`config.mk`:
```
export PLATFORM = sky130hd
export DESIGN_NAME = modular_exponentiation_core
export DESIGN_NICKNAME = d
export VERILOG_FILES = /design/src/hdl/mexp_pkg.sv /design/src/hdl/mexp_mulmod.sv /design/src/hdl/modular_exponentiation_core.sv
export SDC_FILE = /design/constraint.sdc
export NUM_CORES = 2
export LEC_CHECK = 0
export BUFFER_PORTS_ARGS = -buffer_cell sky130_fd_sc_hd__buf_2
export CORE_MARGIN = 4
export CORE_UTILIZATION = 46
export CTS_BUF_LIST = sky130_fd_sc_hd__clkbuf_8 sky130_fd_sc_hd__clkbuf_16
export DETAILED_ROUTE_END_ITERATION = 10
export GPL_ROUTABILITY_DRIVEN = 0
export PLACE_DENSITY = 0.67
export SKIP_CTS_REPAIR_TIMING = 1
export SLEW_MARGIN = 20
export SYNTH_ARGS = -nofsm -noshare
export SYNTH_HDL_FRONTEND = slang
export SYNTH_SLANG_ARGS = --single-unit
```
`constraint.sdc`:
```
create_clock -name aclk -period 15.3 [get_ports aclk]
set_clock_uncertainty 0.15 [all_clocks]
set_input_delay 3.06 -clock aclk [delete_from_list [all_inputs] [get_ports aclk]]
set_output_delay 3.06 -clock aclk [all_outputs]
set_load 0.005 [all_outputs]
```
`src/hdl/mexp_pkg.sv`:
```
`timescale 1ns / 1ps
// Shared types and constants for the modular exponentiation core.
// Used by mexp_mulmod and modular_exponentiation_core; no dependencies.
package mexp_pkg;

    localparam int RES_W           = 30;
    localparam int BASE_W          = 63;
    localparam int EXP_W           = 63;
    localparam int EXPONENT_BITS_DEFAULT = 63;
    localparam int S_TDATA_W       = 128;
    localparam int S_TUSER_W       = 1;
    localparam int M_TDATA_W       = 32;

    localparam logic [RES_W-1:0] MODULUS_P   = 30'd1000000007;
    localparam logic [RES_W-1:0] INV_EXP     = 30'd1000000005;
    localparam logic [30:0]      BARRETT_MU  = 31'd1152921496;
    localparam logic [30:0]      RADIX       = 31'h4000_0000;
    localparam logic [RES_W-1:0] ONE         = 30'd1;

    localparam logic OP_POWER   = 1'b0;
    localparam logic OP_INVERSE = 1'b1;

    typedef struct packed {
        logic             start;
        logic [RES_W-1:0] a;
        logic [30:0]      b;
        logic [RES_W-1:0] c;
    } mexp_req_t;

    typedef struct packed {
        logic             done;
        logic [RES_W-1:0] r;
    } mexp_rsp_t;

    function automatic mexp_req_t mk_req(input logic [RES_W-1:0] a,
                                         input logic [30:0] b,
                                         input logic [RES_W-1:0] c);
        mexp_req_t req;
        req.start = 1'b1;
        req.a     = a;
        req.b     = b;
        req.c     = c;
        return req;
    endfunction

endpackage

```
`src/hdl/mexp_mulmod.sv`:
```
`timescale 1ns / 1ps
// Shared multiply-and-reduce unit: r = (a * b + c) mod P by Barrett reduction.
// One 32x32 multiplier is reused for the product, quotient estimate and q*P.
// Depends on mexp_pkg.
module mexp_mulmod (
    input  logic                aclk,
    input  logic                aresetn,
    input  mexp_pkg::mexp_req_t req,
    output mexp_pkg::mexp_rsp_t rsp
);
    import mexp_pkg::*;

    typedef enum logic [2:0] {U_IDLE, U_MUL, U_MU, U_QP, U_FIN} ustate_t;

    ustate_t          state_reg, state_next;
    logic [RES_W-1:0] a_reg, a_next;
    logic [30:0]      b_reg, b_next;
    logic [RES_W-1:0] c_reg, c_next;
    logic [59:0]      x_reg, x_next;
    logic [30:0]      q_reg, q_next;
    logic [31:0]      qp_reg, qp_next;
    mexp_rsp_t        rsp_reg, rsp_next;

    logic [31:0] mul_a;
    logic [31:0] mul_b;
    logic [63:0] prod;
    logic [31:0] rem;
    logic [32:0] rem_p;
    logic [32:0] rem_2p;

    always_comb begin
        case (state_reg)
            U_MUL: begin
                mul_a = {2'b00, a_reg};
                mul_b = {1'b0, b_reg};
            end
            U_MU: begin
                mul_a = {1'b0, x_reg[59:29]};
                mul_b = {1'b0, BARRETT_MU};
            end
            U_QP: begin
                mul_a = {1'b0, q_reg};
                mul_b = {2'b00, MODULUS_P};
            end
            default: begin
                mul_a = '0;
                mul_b = '0;
            end
        endcase
    end

    assign prod   = mul_a * mul_b;
    assign rem    = x_reg[31:0] - qp_reg;
    assign rem_p  = {1'b0, rem} - {3'b000, MODULUS_P};
    assign rem_2p = {1'b0, rem} - {2'b00, MODULUS_P, 1'b0};

    always_comb begin
        state_next    = state_reg;
        a_next        = a_reg;
        b_next        = b_reg;
        c_next        = c_reg;
        x_next        = x_reg;
        q_next        = q_reg;
        qp_next       = qp_reg;
        rsp_next      = rsp_reg;
        rsp_next.done = 1'b0;
        case (state_reg)
            U_IDLE: begin
                if (req.start) begin
                    a_next     = req.a;
                    b_next     = req.b;
                    c_next     = req.c;
                    state_next = U_MUL;
                end
            end
            U_MUL: begin
                x_next     = prod[59:0] + {30'd0, c_reg};
                state_next = U_MU;
            end
            U_MU: begin
                q_next     = prod[61:31];
                state_next = U_QP;
            end
            U_QP: begin
                qp_next    = prod[31:0];
                state_next = U_FIN;
            end
            U_FIN: begin
                if (!rem_2p[32]) begin
                    rsp_next.r = rem_2p[RES_W-1:0];
                end else if (!rem_p[32]) begin
                    rsp_next.r = rem_p[RES_W-1:0];
                end else begin
                    rsp_next.r = rem[RES_W-1:0];
                end
                rsp_next.done = 1'b1;
                state_next    = U_IDLE;
            end
            default: begin
                state_next = U_IDLE;
            end
        endcase
    end

    always_ff @(posedge aclk) begin
        if (!aresetn) begin
            state_reg    <= U_IDLE;
            rsp_reg.done <= 1'b0;
        end else begin
            state_reg    <= state_next;
            rsp_reg.done <= rsp_next.done;
        end
        rsp_reg.r <= rsp_next.r;
        a_reg     <= a_next;
        b_reg     <= b_next;
        c_reg     <= c_next;
        x_reg     <= x_next;
        q_reg     <= q_next;
        qp_reg    <= qp_next;
    end

    assign rsp = rsp_reg;

endmodule

```
`src/hdl/modular_exponentiation_core.sv`:
```
`timescale 1ns / 1ps
// Modular exponentiation core, modulus P = 1000000007, right-to-left square-and-multiply.
// Depends on mexp_pkg and mexp_mulmod.
//
// One beat in gives one beat out. s_tuser selects power (0) or modular inverse (1, exponent
// P-2). All arithmetic runs on a single shared multiply-and-reduce unit: a request is
// registered, steps through the unit's states U_MUL, U_MU, U_QP and U_FIN, and its result
// comes back registered before the sequencer issues the next request, so the number of
// modular multiplies sets the latency. An item takes two multiplies that reduce the base
// first, one per set exponent bit and one square per exponent bit below the highest set one
// (the top bit needs no square); a zero exponent skips the multiplies and goes straight out.
// s_tready is high only between items; a finished result waits in the output register, so the
// next beat is taken while the result is still held. A new result only waits longer while the
// previous one is still held in the output register.
module modular_exponentiation_core #(
    parameter int EXPONENT_BITS = mexp_pkg::EXPONENT_BITS_DEFAULT
) (
    input  logic                             aclk,
    input  logic                             aresetn,
    input  logic                             s_tvalid,
    output logic                             s_tready,
    input  logic [mexp_pkg::S_TDATA_W-1:0]   s_tdata,  // base[62:0], exponent[125:63], zeros
    input  logic [mexp_pkg::S_TUSER_W-1:0]   s_tuser,  // op[0]
    output logic                             m_tvalid,
    input  logic                             m_tready,
    output logic [mexp_pkg::M_TDATA_W-1:0]   m_tdata   // result[29:0], zeros
);
    import mexp_pkg::*;

    localparam int EW = (EXPONENT_BITS > RES_W) ? EXPONENT_BITS : RES_W;

    typedef enum logic [2:0] {T_IDLE, T_RED_HI, T_RED_LO, T_STEP, T_ACC, T_SQR, T_OUT} tstate_t;

    tstate_t          state_reg, state_next;
    logic [BASE_W-1:0] base_reg, base_next;
    logic [EW-1:0]    e_reg, e_next;
    logic [RES_W-1:0] acc_reg, acc_next;
    logic [RES_W-1:0] sq_reg, sq_next;
    mexp_req_t        req_reg, req_next;
    logic             m_valid_reg, m_valid_next;
    logic [RES_W-1:0] m_data_reg, m_data_next;

    mexp_rsp_t         rsp;
    logic [BASE_W-1:0] in_base;
    logic [EXP_W-1:0]  in_exp;
    logic              in_op;
    logic [EW-1:0]     e_in;
    logic              s_beat;

    mexp_mulmod u_mulmod (
        .aclk    (aclk),
        .aresetn (aresetn),
        .req     (req_reg),
        .rsp     (rsp)
    );

    assign in_base  = s_tdata[BASE_W-1:0];
    assign in_exp   = s_tdata[BASE_W+EXP_W-1:BASE_W];
    assign in_op    = s_tuser[0];
    assign s_tready = (state_reg == T_IDLE);
    assign s_beat   = s_tvalid && s_tready;

    always_comb begin
        e_in = '0;
        if (in_op == OP_INVERSE) begin
            e_in[RES_W-1:0] = INV_EXP;
        end else begin
            e_in[EXPONENT_BITS-1:0] = in_exp[EXPONENT_BITS-1:0];
        end
    end

    always_comb begin
        state_next    = state_reg;
        base_next     = base_reg;
        e_next        = e_reg;
        acc_next      = acc_reg;
        sq_next       = sq_reg;
        req_next      = req_reg;
        req_next.start = 1'b0;
        m_valid_next  = m_valid_reg;
        m_data_next   = m_data_reg;

        if (m_valid_reg && m_tready) begin
            m_valid_next = 1'b0;
        end

        case (state_reg)
            T_IDLE: begin
                if (s_beat) begin
                    base_next = in_base;
                    e_next    = e_in;
                    acc_next  = ONE;
                    if (e_in == '0) begin
                        state_next = T_OUT;
                    end else begin
                        req_next   = mk_req({27'd0, in_base[62:60]}, RADIX, in_base[59:30]);
                        state_next = T_RED_HI;
                    end
                end
            end
            T_RED_HI: begin
                if (rsp.done) begin
                    req_next   = mk_req(rsp.r, RADIX, base_reg[29:0]);
                    state_next = T_RED_LO;
                end
            end
            T_RED_LO: begin
                if (rsp.done) begin
                    sq_next    = rsp.r;
                    state_next = T_STEP;
                end
            end
            T_STEP: begin
                if (e_reg == '0) begin
                    state_next = T_OUT;
                end else if (e_reg[0]) begin
                    req_next   = mk_req(acc_reg, {1'b0, sq_reg}, '0);
                    state_next = T_ACC;
                end else begin
                    req_next   = mk_req(sq_reg, {1'b0, sq_reg}, '0);
                    state_next = T_SQR;
                end
            end
            T_ACC: begin
                if (rsp.done) begin
                    acc_next = rsp.r;
                    if (e_reg[EW-1:1] == '0) begin
                        state_next = T_OUT;
                    end else begin
                        req_next   = mk_req(sq_reg, {1'b0, sq_reg}, '0);
                        state_next = T_SQR;
                    end
                end
            end
            T_SQR: begin
                if (rsp.done) begin
                    sq_next    = rsp.r;
                    e_next     = e_reg >> 1;
                    state_next = T_STEP;
                end
            end
            T_OUT: begin
                if (!m_valid_reg || m_tready) begin
                    m_valid_next = 1'b1;
                    m_data_next  = acc_reg;
                    state_next   = T_IDLE;
                end
            end
            default: begin
                state_next = T_IDLE;
            end
        endcase
    end

    always_ff @(posedge aclk) begin
        if (!aresetn) begin
            state_reg     <= T_IDLE;
            req_reg.start <= 1'b0;
            m_valid_reg   <= 1'b0;
        end else begin
            state_reg     <= state_next;
            req_reg.start <= req_next.start;
            m_valid_reg   <= m_valid_next;
        end
        req_reg.a  <= req_next.a;
        req_reg.b  <= req_next.b;
        req_reg.c  <= req_next.c;
        base_reg   <= base_next;
        e_reg      <= e_next;
        acc_reg    <= acc_next;
        sq_reg     <= sq_next;
        m_data_reg <= m_data_next;
    end

    assign m_tvalid = m_valid_reg;
    assign m_tdata  = {{(M_TDATA_W-RES_W){1'b0}}, m_data_reg};

endmodule
```
==> flow_metrics.tcl <==
set metrics [dict create \
    drtIter0Drc 4133 \
    endpoint_kind "register" \
    max_freq_ghz 0.0758 \
    register_area_sq_um 15700 \
    slew_headroom_pct 22.3 \
    synth.yosys.seq_area_share_pct 28.3 \
    clockRootBuffer "clkbuf_16" \
    cts.path.max_buffers 3 \
    grt_pass1_wl_um 249000 \
    grt_max_degree 78 \
    overflow 0 \
    multiInputGateArea_sq_um 35600 \
    outcome "complete, no violations" \
    htreeDepth 2 \
    clkTransAtPathRegs_ns 0.07 \
    p_clk_share_pct 14.3 \
    internal_power_mw 4.63 \
    most-common-layout-cells "inv_1, fa_1, nand2_1, nor2_1, edfxtp_1" \
    firstDrtPassIters 6 \
    switching_power_mw 4.33 \
    min_path_type "reg -> reg" \
    grt_pass1_vias 42300 \
    layout-drive-gt1-share_pct 8.46 \
    rows 127 \
    required_ns 15.53 \
    die-area_sq_um 127000 \
    die_h_um 356 \
    synth-async-reset-ratio_pct 0 \
    hold_viol 0 \
    dp_hpwl_um 127000 \
    ys_ff_latch 527 \
    synthAdderAreaFrac_pct 37.3 \
    drv_slew 0 \
    drc 0 \
    die_x_um 356 \
    power.density_nw_per_um2 149 \
    wl_um 162000 \
    slowest_stage "a21o_1" \
    power_frac_seq_pct 25.6 \
    fin_nets 6957 \
    synth_xor_area_share_pct 2.45 \
    vias_per_cell 5.65 \
    crit_start "u_mulmod.state_reg[1]" \
    avgSynthCellArea_sq_um 9.93 \
    clk_latency_ns 0.63 \
    fin_crit_ns 13.19 \
    synth_top_family_by_area "adder cells" \
    largest_reg_flops 92 \
    cts_buffers 52 \
    ioPinCount 167 \
    final_core_util_pct 50.2 \
    worst-path-max-fanout 32 \
    fin_hold_ws_ns 0.265 \
    start_kind "register" \
    synth-compound-area-share_pct 8.57 \
    area_growth_pct 8.14 \
    avgRoutedWirePerCell_um 22.1 \
    fin_crit_sh_pct 86.2 \
    cap_violations 0 \
    dr_total_vias 41400 \
    rsz0062_at_grt "no" \
    synth.area.mux_share_pct 0.715 \
    ir_drop_mv 0.120 \
    p_leak_nw 26.8 \
    worst-slew-pin-transition_ns 1.17 \
    synth-edff-count 518 \
    start_util_pct 46.4 \
    r2r_start "u_mulmod.state_reg[1]" \
    switching_share_pct 48.3 \
    yosysUniqueCellTypes 101 \
    cpPeakStageDelay_ns 0.85 \
    antenna_found_initial 4 \
    dp_slack_ns 2.28 \
    cts_tree "yes" \
    fillCellCount 10900 \
    whs_path_depth 0 \
    comb_power_share_pct 60.1 \
    hp-start "req_reg[24]" \
    tns_ns 0 \
    syn_area_sq_um 55600 \
    arrival_ns 13.42 \
    reg2reg_depth 33 \
    setup_slack_ns 2.11 \
    synth-simple-area-share_pct 14.5 \
    ys.warnings.count 0 \
    synthFlopType "edfxtp_1" \
    path_class "reg -> reg" \
    crit_top_cell "fa_1" \
    core_area_sq_um 120000 \
    clkSinkCount 527 \
    detail-route-antenna-nets 0 \
    mostFrequentLayoutCell "inv_1" \
    track_usage_pct 25.7 \
    io_buffers 162 \
    setup_viol 0 \
    postSynthCellCount 5604 \
]
==> routing by layer <==
| layer | vias to the layer above | track usage [%] | wire length (um) |
|---|---|---|---|
| met5 | - | 0 | 13 |
| met4 | 2 | 12.0 | 9000 |
| met3 | 371 | 4.58 | 16400 |
| met2 | 2052 | 41.0 | 73700 |
| met1 | 20700 | 34.4 | 62700 |
| li1 | 18200 | - | - |
==> power groups by stage <==
stage	logic [mW]	clock network, mW	registers [mW]
after global routing	5.82	1.36	2.32
after detailed placement	5.21	0	2.33
after CTS	5.29	1.30	2.30
final	5.39	1.28	2.30
after global placement	5.18	0	2.32
after floorplan	3.49	0	2.27
==> worst paths after layout <==
path                                      endpoint  slack, ns
worst max-delay path            u_mulmod.x_reg[51]       2.11
worst min-delay path            u_mulmod.c_reg[24]       0.27
worst max register to register  u_mulmod.x_reg[51]       2.11
worst min register to register  u_mulmod.c_reg[24]       0.27
==> logic make-up after synthesis <==
family,count (synthesis)
fa+ha+maj,1157
simple gates,1836
buf+inv,1189
mux,36
other cells,2
flops,527
compound gates,703
xor+xnor,154
==> layout make-up <==
cell class                      count  share of cell area (%)
Antenna cell                        2                 0.00832
Clock buffer                       52                    2.16
Clock inverter                     42                   0.684
Inverter                          910                    5.68
Multi-Input combinational cell   3894                    59.1
Sequential cell                   527                    26.2
Tap cell                         1612                    3.35
Timing Repair Buffer              282                    2.84
==> critical path, delay by kind of cell, from the launching register on <==
kind / cells / cell delay, ns
flops: 1 / 0.70
buf+inv: 5 / 1.10
fa+ha+maj: 9 / 4.33
compound gates: 5 / 2.11
xor+xnor: 2 / 0.73
simple gates: 12 / 3.75
==> synthesized netlist by cell type, types with 67 or more instances <==
library cell | instances | area share, %
xnor2_1 | 106 | 1.7
and2_1 | 67 | 0.75
o21ai_0 | 91 | 0.82
nor2_1 | 635 | 4.3
clkbuf_1 | 230 | 1.6
fa_1 | 839 | 30
a21o_1 | 102 | 1.4
edfxtp_1 | 518 | 28
ha_1 | 318 | 7.2
inv_1 | 910 | 6.1
a21oi_1 | 224 | 2.0
nand2_1 | 754 | 5.1
==> metrics by stage <==
stage	power, mW	std cells	cell area [sq um]
global placement	7.49	7225	58400
finish	8.97	7321	60200
detailed placement	7.54	7225	58400
CTS	8.89	7319	60200
global route	9.50	7319	60200
floorplan	5.76	5610	55700
No activity file was read; power rests on OpenSTA's default activity.
